`src/hw/rtl/text_console_char_writer_assert.svh`:
```
// assertion macros for the text console character writer
// no dependencies; expects clk and rst_n in the including scope
`ifndef TEXT_CONSOLE_CHAR_WRITER_ASSERT_SVH
`define TEXT_CONSOLE_CHAR_WRITER_ASSERT_SVH

`ifndef SYNTH
`define TCW_ASSERT_IMP(label, ante, cons) \
  label: assert property (@(posedge clk) disable iff (!rst_n) (ante) |-> (cons)) \
    else $error("tcw assertion failed");
`define TCW_ASSERT_NXT(label, ante, cons) \
  label: assert property (@(posedge clk) disable iff (!rst_n) (ante) |=> (cons)) \
    else $error("tcw assertion failed");
`else
`define TCW_ASSERT_IMP(label, ante, cons)
`define TCW_ASSERT_NXT(label, ante, cons)
`endif

`endif

```
`src/hw/rtl/tcw_pkg.sv`:
```
// shared constants, types and helpers for the text console character writer
// no dependencies
`timescale 1ns / 1ps

package tcw_pkg;

  localparam int COLUMNS    = 80;
  localparam int ROWS       = 25;
  localparam int TAB_STOP   = 8;
  localparam int CELL_COUNT = COLUMNS * ROWS;
  localparam int COPY_END   = CELL_COUNT - COLUMNS;

  localparam int COL_W  = 7;
  localparam int ROW_W  = 5;
  localparam int ADDR_W = 11;
  localparam int CELL_W = 16;

  localparam logic [7:0] CH_BS    = 8'h08;
  localparam logic [7:0] CH_TAB   = 8'h09;
  localparam logic [7:0] CH_LF    = 8'h0A;
  localparam logic [7:0] CH_CR    = 8'h0D;
  localparam logic [7:0] CH_BLANK = 8'h20;

  localparam logic [7:0] ATTR_RESET = 8'h07;

  typedef enum logic [1:0] {
    ACT_PUT   = 2'd0,
    ACT_CLEAR = 2'd1,
    ACT_READ  = 2'd2,
    ACT_NONE  = 2'd3
  } action_t;

  typedef struct packed {
    logic [COL_W-1:0] col;
    logic [ROW_W-1:0] row;
    logic             scroll;
    logic             wr;
  } cur_upd_t;

  function automatic logic [ADDR_W-1:0] lin_pos(input logic [ROW_W-1:0] row,
                                                input logic [COL_W-1:0] col);
    lin_pos = ADDR_W'(row) * ADDR_W'(COLUMNS) + ADDR_W'(col);
  endfunction

endpackage

```
`src/hw/rtl/tcw_cursor.sv`:
```
// cursor update for one put-character byte: control codes, wrap and scroll detect
// depends on tcw_pkg
`timescale 1ns / 1ps

module tcw_cursor import tcw_pkg::*; (
  input  logic [COL_W-1:0] col,
  input  logic [ROW_W-1:0] row,
  input  logic [7:0]       char_code,
  output cur_upd_t         upd
);

  logic [COL_W:0] col_w;
  logic [ROW_W:0] row_w;
  logic           wr;

  always_comb begin
    col_w = {1'b0, col};
    row_w = {1'b0, row};
    wr    = 1'b0;
    case (char_code)
      CH_BS: begin
        if (col != '0) col_w = col_w - 1'b1;
      end
      CH_TAB: begin
        col_w = col_w - (col_w % (COL_W+1)'(TAB_STOP)) + (COL_W+1)'(TAB_STOP);
      end
      CH_CR: begin
        col_w = '0;
      end
      CH_LF: begin
        col_w = '0;
        row_w = row_w + 1'b1;
      end
      default: begin
        if (char_code >= CH_BLANK) begin
          wr    = 1'b1;
          col_w = col_w + 1'b1;
        end
      end
    endcase
    // wrap past the last column
    if (col_w > (COL_W+1)'(COLUMNS - 1)) begin
      col_w = '0;
      row_w = row_w + 1'b1;
    end
    upd.scroll = 1'b0;
    if (row_w >= (ROW_W+1)'(ROWS)) begin
      upd.scroll = 1'b1;
      row_w      = (ROW_W+1)'(ROWS - 1);
    end
    upd.col = col_w[COL_W-1:0];
    upd.row = row_w[ROW_W-1:0];
    upd.wr  = wr;
  end

endmodule

```
`config.mk`:
```
export PLATFORM = sky130hd
export DESIGN_NAME = tcw_cursor
export DESIGN_NICKNAME = d
export VERILOG_FILES = /design/src/hw/rtl/text_console_char_writer_assert.svh /design/src/hw/rtl/tcw_pkg.sv /design/src/hw/rtl/tcw_cursor.sv
export SDC_FILE = /design/constraint.sdc
export NUM_CORES = 1
export LEC_CHECK = 0
export BUFFER_PORTS_ARGS = -buffer_cell sky130_fd_sc_hd__buf_2
export CORE_MARGIN = 2
export CORE_UTILIZATION = 35
export DETAILED_ROUTE_END_ITERATION = 7
export PLACE_DENSITY_LB_ADDON = 0.2
export REMOVE_ABC_BUFFERS = 1
export SLEW_MARGIN = 20
export SYNTH_ARGS = -nofsm -noshare
export SYNTH_HDL_FRONTEND = slang
export SYNTH_SLANG_ARGS = --single-unit
```
`constraint.sdc`:
```
create_clock -name vclk -period 4.3
set_input_delay 0.86 -clock vclk [all_inputs]
set_output_delay 0.86 -clock vclk [all_outputs]
set_load 0.05 [all_outputs]
```
==> flow_summary.json, run 1 <==
{
  "crit_type": "primary input to output pin",
  "drt-total-wl_mm": 3.44,
  "crit_path_start_kind": "primary input",
  "synth_xor_xnor_area_share": 0.0778,
  "syn_area_um2": 1240,
  "worstMarginPinSlew_ps": 491,
  "power.density_nw_per_um2": 115,
  "final-instance-count-excl-fill": 261,
  "period_share": 0.965,
  "gr-usage-all-layers": 0.166,
  "crit_arrival_ps": 3290,
  "synth.largest_area_cell": "ha_1",
  "ios": 34,
  "core_area_um2": 3360,
  "sw_frac_of_total": 0.644,
  "placed_area_um2": 1500,
  "min_path_cells": 3,
  "die_width_um": 63.5,
  "final_util": 0.466,
  "yosys.area_share.simple": 0.416,
  "grt_pass1_wl_mm": 5.71,
  "wire_per_inst_um": 13.2,
  "max_freq_mhz": 241,
  "area_growth_syn_to_layout_pct": 26.6,
  "synth_top_family_by_area": "simple AND/OR/NAND/NOR gates",
  "post-place-cells": 259,
  "layout_commonest_cell": "buf_2",
  "slew_violations": 0,
  "grt_max_degree": 15,
  "seqCellArea_um2": 0,
  "gp_congestion": 0.831,
  "synth.yosys.seq_area_share": 0,
  "synth_warnings": 0,
  "synth_cell_types": 57,
  "io_buffers": 34,
  "dpl.hpwl_mm": 2.80,
  "grt_pass1_vias": 1347,
  "seq_cells": 0,
  "worstHoldStart": "col[2]",
  "post_synth.cell_area_avg_um2": 7.00,
  "synth_compound_area_frac": 0.295,
  "initial_utilization": 0.368,
  "slew_headroom": 0.671,
  "outcome": "completed",
  "firstDrtPassIters": 4,
  "p_comb_frac": 1.000,
  "hp-class": "primary input to output pin",
  "end_kind": "output pin",
  "pwr-share-seq": 0,
  "drc_errors": 0,
  "setup_viol": 0,
  "drive_gt1_frac": 0.321,
  "crit_start": "char_code[4]",
  "holdPathEnd": "upd[9]",
  "chipHeight_um": 63.5,
  "power.total_mw": 0.180,
  "via_per_inst": 5.60,
  "most-common-layout-cells": "buf_2 (31), nor2_1 (16), buf_4 (13)",
  "nets": 250,
  "finalHoldViolCount": 0,
  "maxCapViolations": 0,
  "synth.area.mux_share": 0.00808,
  "num_antenna_cells": 0,
  "antenna_found_initial": 0,
  "yosys.area.top_type_share": 0.131,
  "ir_drop_uv": 43.1,
  "gr-total-overflow": 0,
  "setup_tns_ps": 0,
  "min_period_ps": 4150,
  "switching_power_mw": 0.116,
  "syn-instance-count": 177,
  "synthTopCellsByArea": "ha_1 (13%), nor2_1 (5.2%), xnor2_1 (4.9%)",
  "synth_fa_ha_area_frac": 0.131,
  "p_leak_nw": 0.698,
  "vias": 1461,
  "p_clk_frac": 0,
  "num-clock-buffers": 0,
  "fin_area_um2": 1570,
  "die-area_um2": 4030,
  "critPathMaxFanout": 4,
  "cp_data_required_time_ps": 3440,
  "p_int_mw": 0.0640,
  "final_antenna_net_count": 0,
  "rows": 21,
  "drtIter0Drc": 78
}
## worst max-delay path, stage by stage
cell and delay [ps]:
buf_2 120, or4_4 550, nor2_4 140, xnor2_2 160, ha_4 190, xnor2_1 150
a31oi_1 80, a211o_1 280, nand3_1 100, nand4_1 190, a211oi_2 290, buf_6 190
## worst max-delay path by stage
| stage | end | slack [ps] |
|---|---|---|
| 2_1_floorplan | upd[3] | -570 |
| 3_3_place_gp | upd[3] | 90 |
| 3_5_place_dp | upd[3] | 40 |
| 4_1_cts | upd[3] | 40 |
| 5_1_grt | upd[7] | -10 |
| 6_report | upd[4] | 150 |
## metrics by stage
step	hold WS (ps)	setup slack, ps
after CTS	2170	42.9
after global routing	2220	-10.1
after floorplan	2000	-570
final	2170	152
after global placement	2180	90.7
after detailed placement	2170	42.8
## routing by layer
layer	track usage	up-vias	share of wire
li1	-	749	-
met1	0.217	681	0.46
met2	0.308	29	0.51
met3	0.00179	2	0.028
met4	0.0245	0	0.0017
met5	0	-	0
## power groups by stage
| stage | sequential, mW | clock [mW] | combinational (mW) |
|---|---|---|---|
| floorplan | 0 | 0 | 0.117 |
| CTS | 0 | 0 | 0.171 |
| detailed placement | 0 | 0 | 0.170 |
| global route | 0 | 0 | 0.195 |
| finish | 0 | 0 | 0.180 |
| global placement | 0 | 0 | 0.171 |
## cells by family after synthesis
logic type,Yosys count
simple gates,87
compound gates,45
buf+inv,20
fa+ha+maj,13
xor+xnor,11
mux,1
## cells in the mapped netlist (2+ instances only)
cell type	number
a211o_1	2
a211oi_1	2
a21oi_1	9
a221oi_1	4
a311o_1	2
a31oi_1	5
and2_1	2
and3_1	4
and4_1	4
buf_2	2
clkbuf_1	4
ha_1	13
inv_1	12
nand2_1	13
nand2b_1	2
nand3_1	12
nand3b_1	2
nand4_1	5
nor2_1	17
nor2b_1	5
nor3_1	6
nor4_1	2
o211ai_2	2
o21ai_0	3
or4_4	2
xnor2_1	7
xor2_1	4
## what timing repair did
| action | CTS | global route |
|---|---|---|
| hold buffers | 0 | 0 |
| buffers inserted | 0 | 2 |
| hold endpoints to repair | 0 | 0 |
| gates resized for setup | 0 | 16 |
| endpoints found under the setup margin | 0 | 7 |
## final cells by class
| type | count | area [µm²] |
|---|---|---|
| fillers | 391 | 1800 |
| well taps | 46 | 57.6 |
| multi-input cells | 157 | 1190 |
| inverters | 12 | 45.0 |
| repair buffers | 46 | 272 |
Note: power is estimated with default switching activity, not from simulation.
==> run 2: changes to the inputs <==
Settings changed: PLACE_DENSITY set to 0.55, PLACE_DENSITY_LB_ADDON 0.2 to unset.
==> flow_summary.json, run 2 (synthesis results as in run 1) <==
{
  "outcome": "completed",
  "rows": 21,
  "period_share": 0.966,
  "num-clock-buffers": 0,
  "grt_max_degree": 15,
  "grt_pass1_vias": 1276,
  "p_leak_nw": 0.699,
  "die_width_um": 63.5,
  "fin_hold_ws_ps": 2190,
  "maxCapViolations": 0,
  "crit_type": "primary input to output pin",
  "layout_commonest_cell": "buf_2",
  "pre_cts_slack_ps": 18.0,
  "crit_start": "char_code[4]",
  "firstDrtPassIters": 4,
  "critPathMaxFanout": 4,
  "final_util": 0.464,
  "met1_usage": 0.261,
  "grt_pass1_wl_mm": 5.85,
  "crit_path_cell_trace": "buf_2, or4_4, nor2_4, nand2_1, nand2_1, ha_2, nand3_1, a31oi_1, a31o_2, xnor2_1, nand3_1, nand4_1, a211oi_2, buf_6",
  "chipHeight_um": 63.5,
  "antenna_found_initial": 0,
  "vias": 1469,
  "slew_violations": 0,
  "wire_per_inst_um": 13.5,
  "finalHoldViolCount": 0,
  "cp_slowest_cell": "or4_4",
  "io_buffers": 34,
  "worstMarginPinSlew_ps": 483,
  "gr-total-overflow": 0,
  "ios": 34,
  "nets": 251,
  "use_met2": 0.274,
  "setup_viol": 0,
  "core_area_um2": 3360,
  "num_antenna_cells": 0,
  "drc_errors": 0,
  "crit_arrival_ps": 3290,
  "hp-class": "primary input to output pin",
  "area_growth_syn_to_layout_pct": 26.0,
  "slowest_delay_ps": 550,
  "drt-total-wl_mm": 3.53,
  "initial_utilization": 0.368,
  "drive_gt1_frac": 0.315,
  "setup_ws_ps": 147,
  "cp_num_buf_inv": 2,
  "max_freq_mhz": 241,
  "most-common-layout-cells": "buf_2 (31), nor2_1 (15), nand2_1 (13), buf_4 (13)",
  "seqCellArea_um2": 0,
  "gr-usage-all-layers": 0.169,
  "worstHoldStart": "col[0]",
  "cp_top_family": "simple AND/OR/NAND/NOR gates",
  "met3_usage": 0.00536,
  "ir_drop_uv": 70.1,
  "die-area_um2": 4030,
  "via_per_inst": 5.61,
  "min_period_ps": 4150,
  "gp_congestion": 0.842,
  "slew_headroom": 0.676,
  "dpl.hpwl_mm": 2.83,
  "crit_path_start_kind": "primary input",
  "cp_data_required_time_ps": 3440,
  "seq_cells": 0,
  "drtIter0Drc": 55,
  "final_antenna_net_count": 0,
  "end_kind": "output pin",
  "fill_cells": 390,
  "grt-busiest-layer": "met2",
  "power.density_nw_per_um2": 117
}
## run 2: cell types whose count changed in the layout (fill, tap and decap cells not counted)
cell / change
ha_4: -1
or2_1: +1
nand2_2: -1
ha_2: +1
nand2_1: +1
nor2_2: +1
nor4bb_2: -1
buf_6: +1
nor4bb_1: +1
nor2_1: -1
or2_4: -1
## run 2: per-stage QoR
step | power (mW) | setup TNS, ps | instances | instance area, µm²
2_1_floorplan | 0.117 | -951 | 169 | 1190
3_3_place_gp | 0.169 | 0 | 259 | 1500
3_5_place_dp | 0.171 | 0 | 259 | 1500
4_1_cts | 0.172 | 0 | 259 | 1500
5_1_grt | 0.197 | -15.0 | 262 | 1560
6_report | 0.182 | 0 | 262 | 1560
## run 2: final cells by class
class / count / area, µm² / area share
repair buffers: 47 / 283 / 0.181
multi-input cells: 157 / 1170 / 0.753
well taps: 46 / 57.6 / 0.0369
inverters: 12 / 45.0 / 0.0289
## run 2: final timing paths
check / endpoint / slack, ps / cells after the start
worst max-delay path: upd[4] / 150 / 14
worst min-delay path: upd[7] / 2190 / 3
## run 2: per-layer routing
metal  wire length, µm  up-vias
met5                 0        -
met1              1800      684
met3               177        0
li1                  -      753
met4                 0        0
met2              1550       32
## run 2: worst min-delay path, cell delays in order
cell	delay, ps
buf_2	150
a221oi_1	100
buf_2	210
## run 2: where the power goes
| part | switching, mW | internal (mW) | total (mW) |
|---|---|---|---|
| Sequential | 0 | 0 | 0 |
| Combinational | 0.117 | 0.0652 | 0.182 |
| Clock | 0 | 0 | 0 |
## run 2: what timing repair did
action,in CTS,in global routing
gates resized for setup,0,14
setup buffers,0,3
setup endpoints to repair,0,6
hold endpoints to repair,0,0
hold buffers,0,0
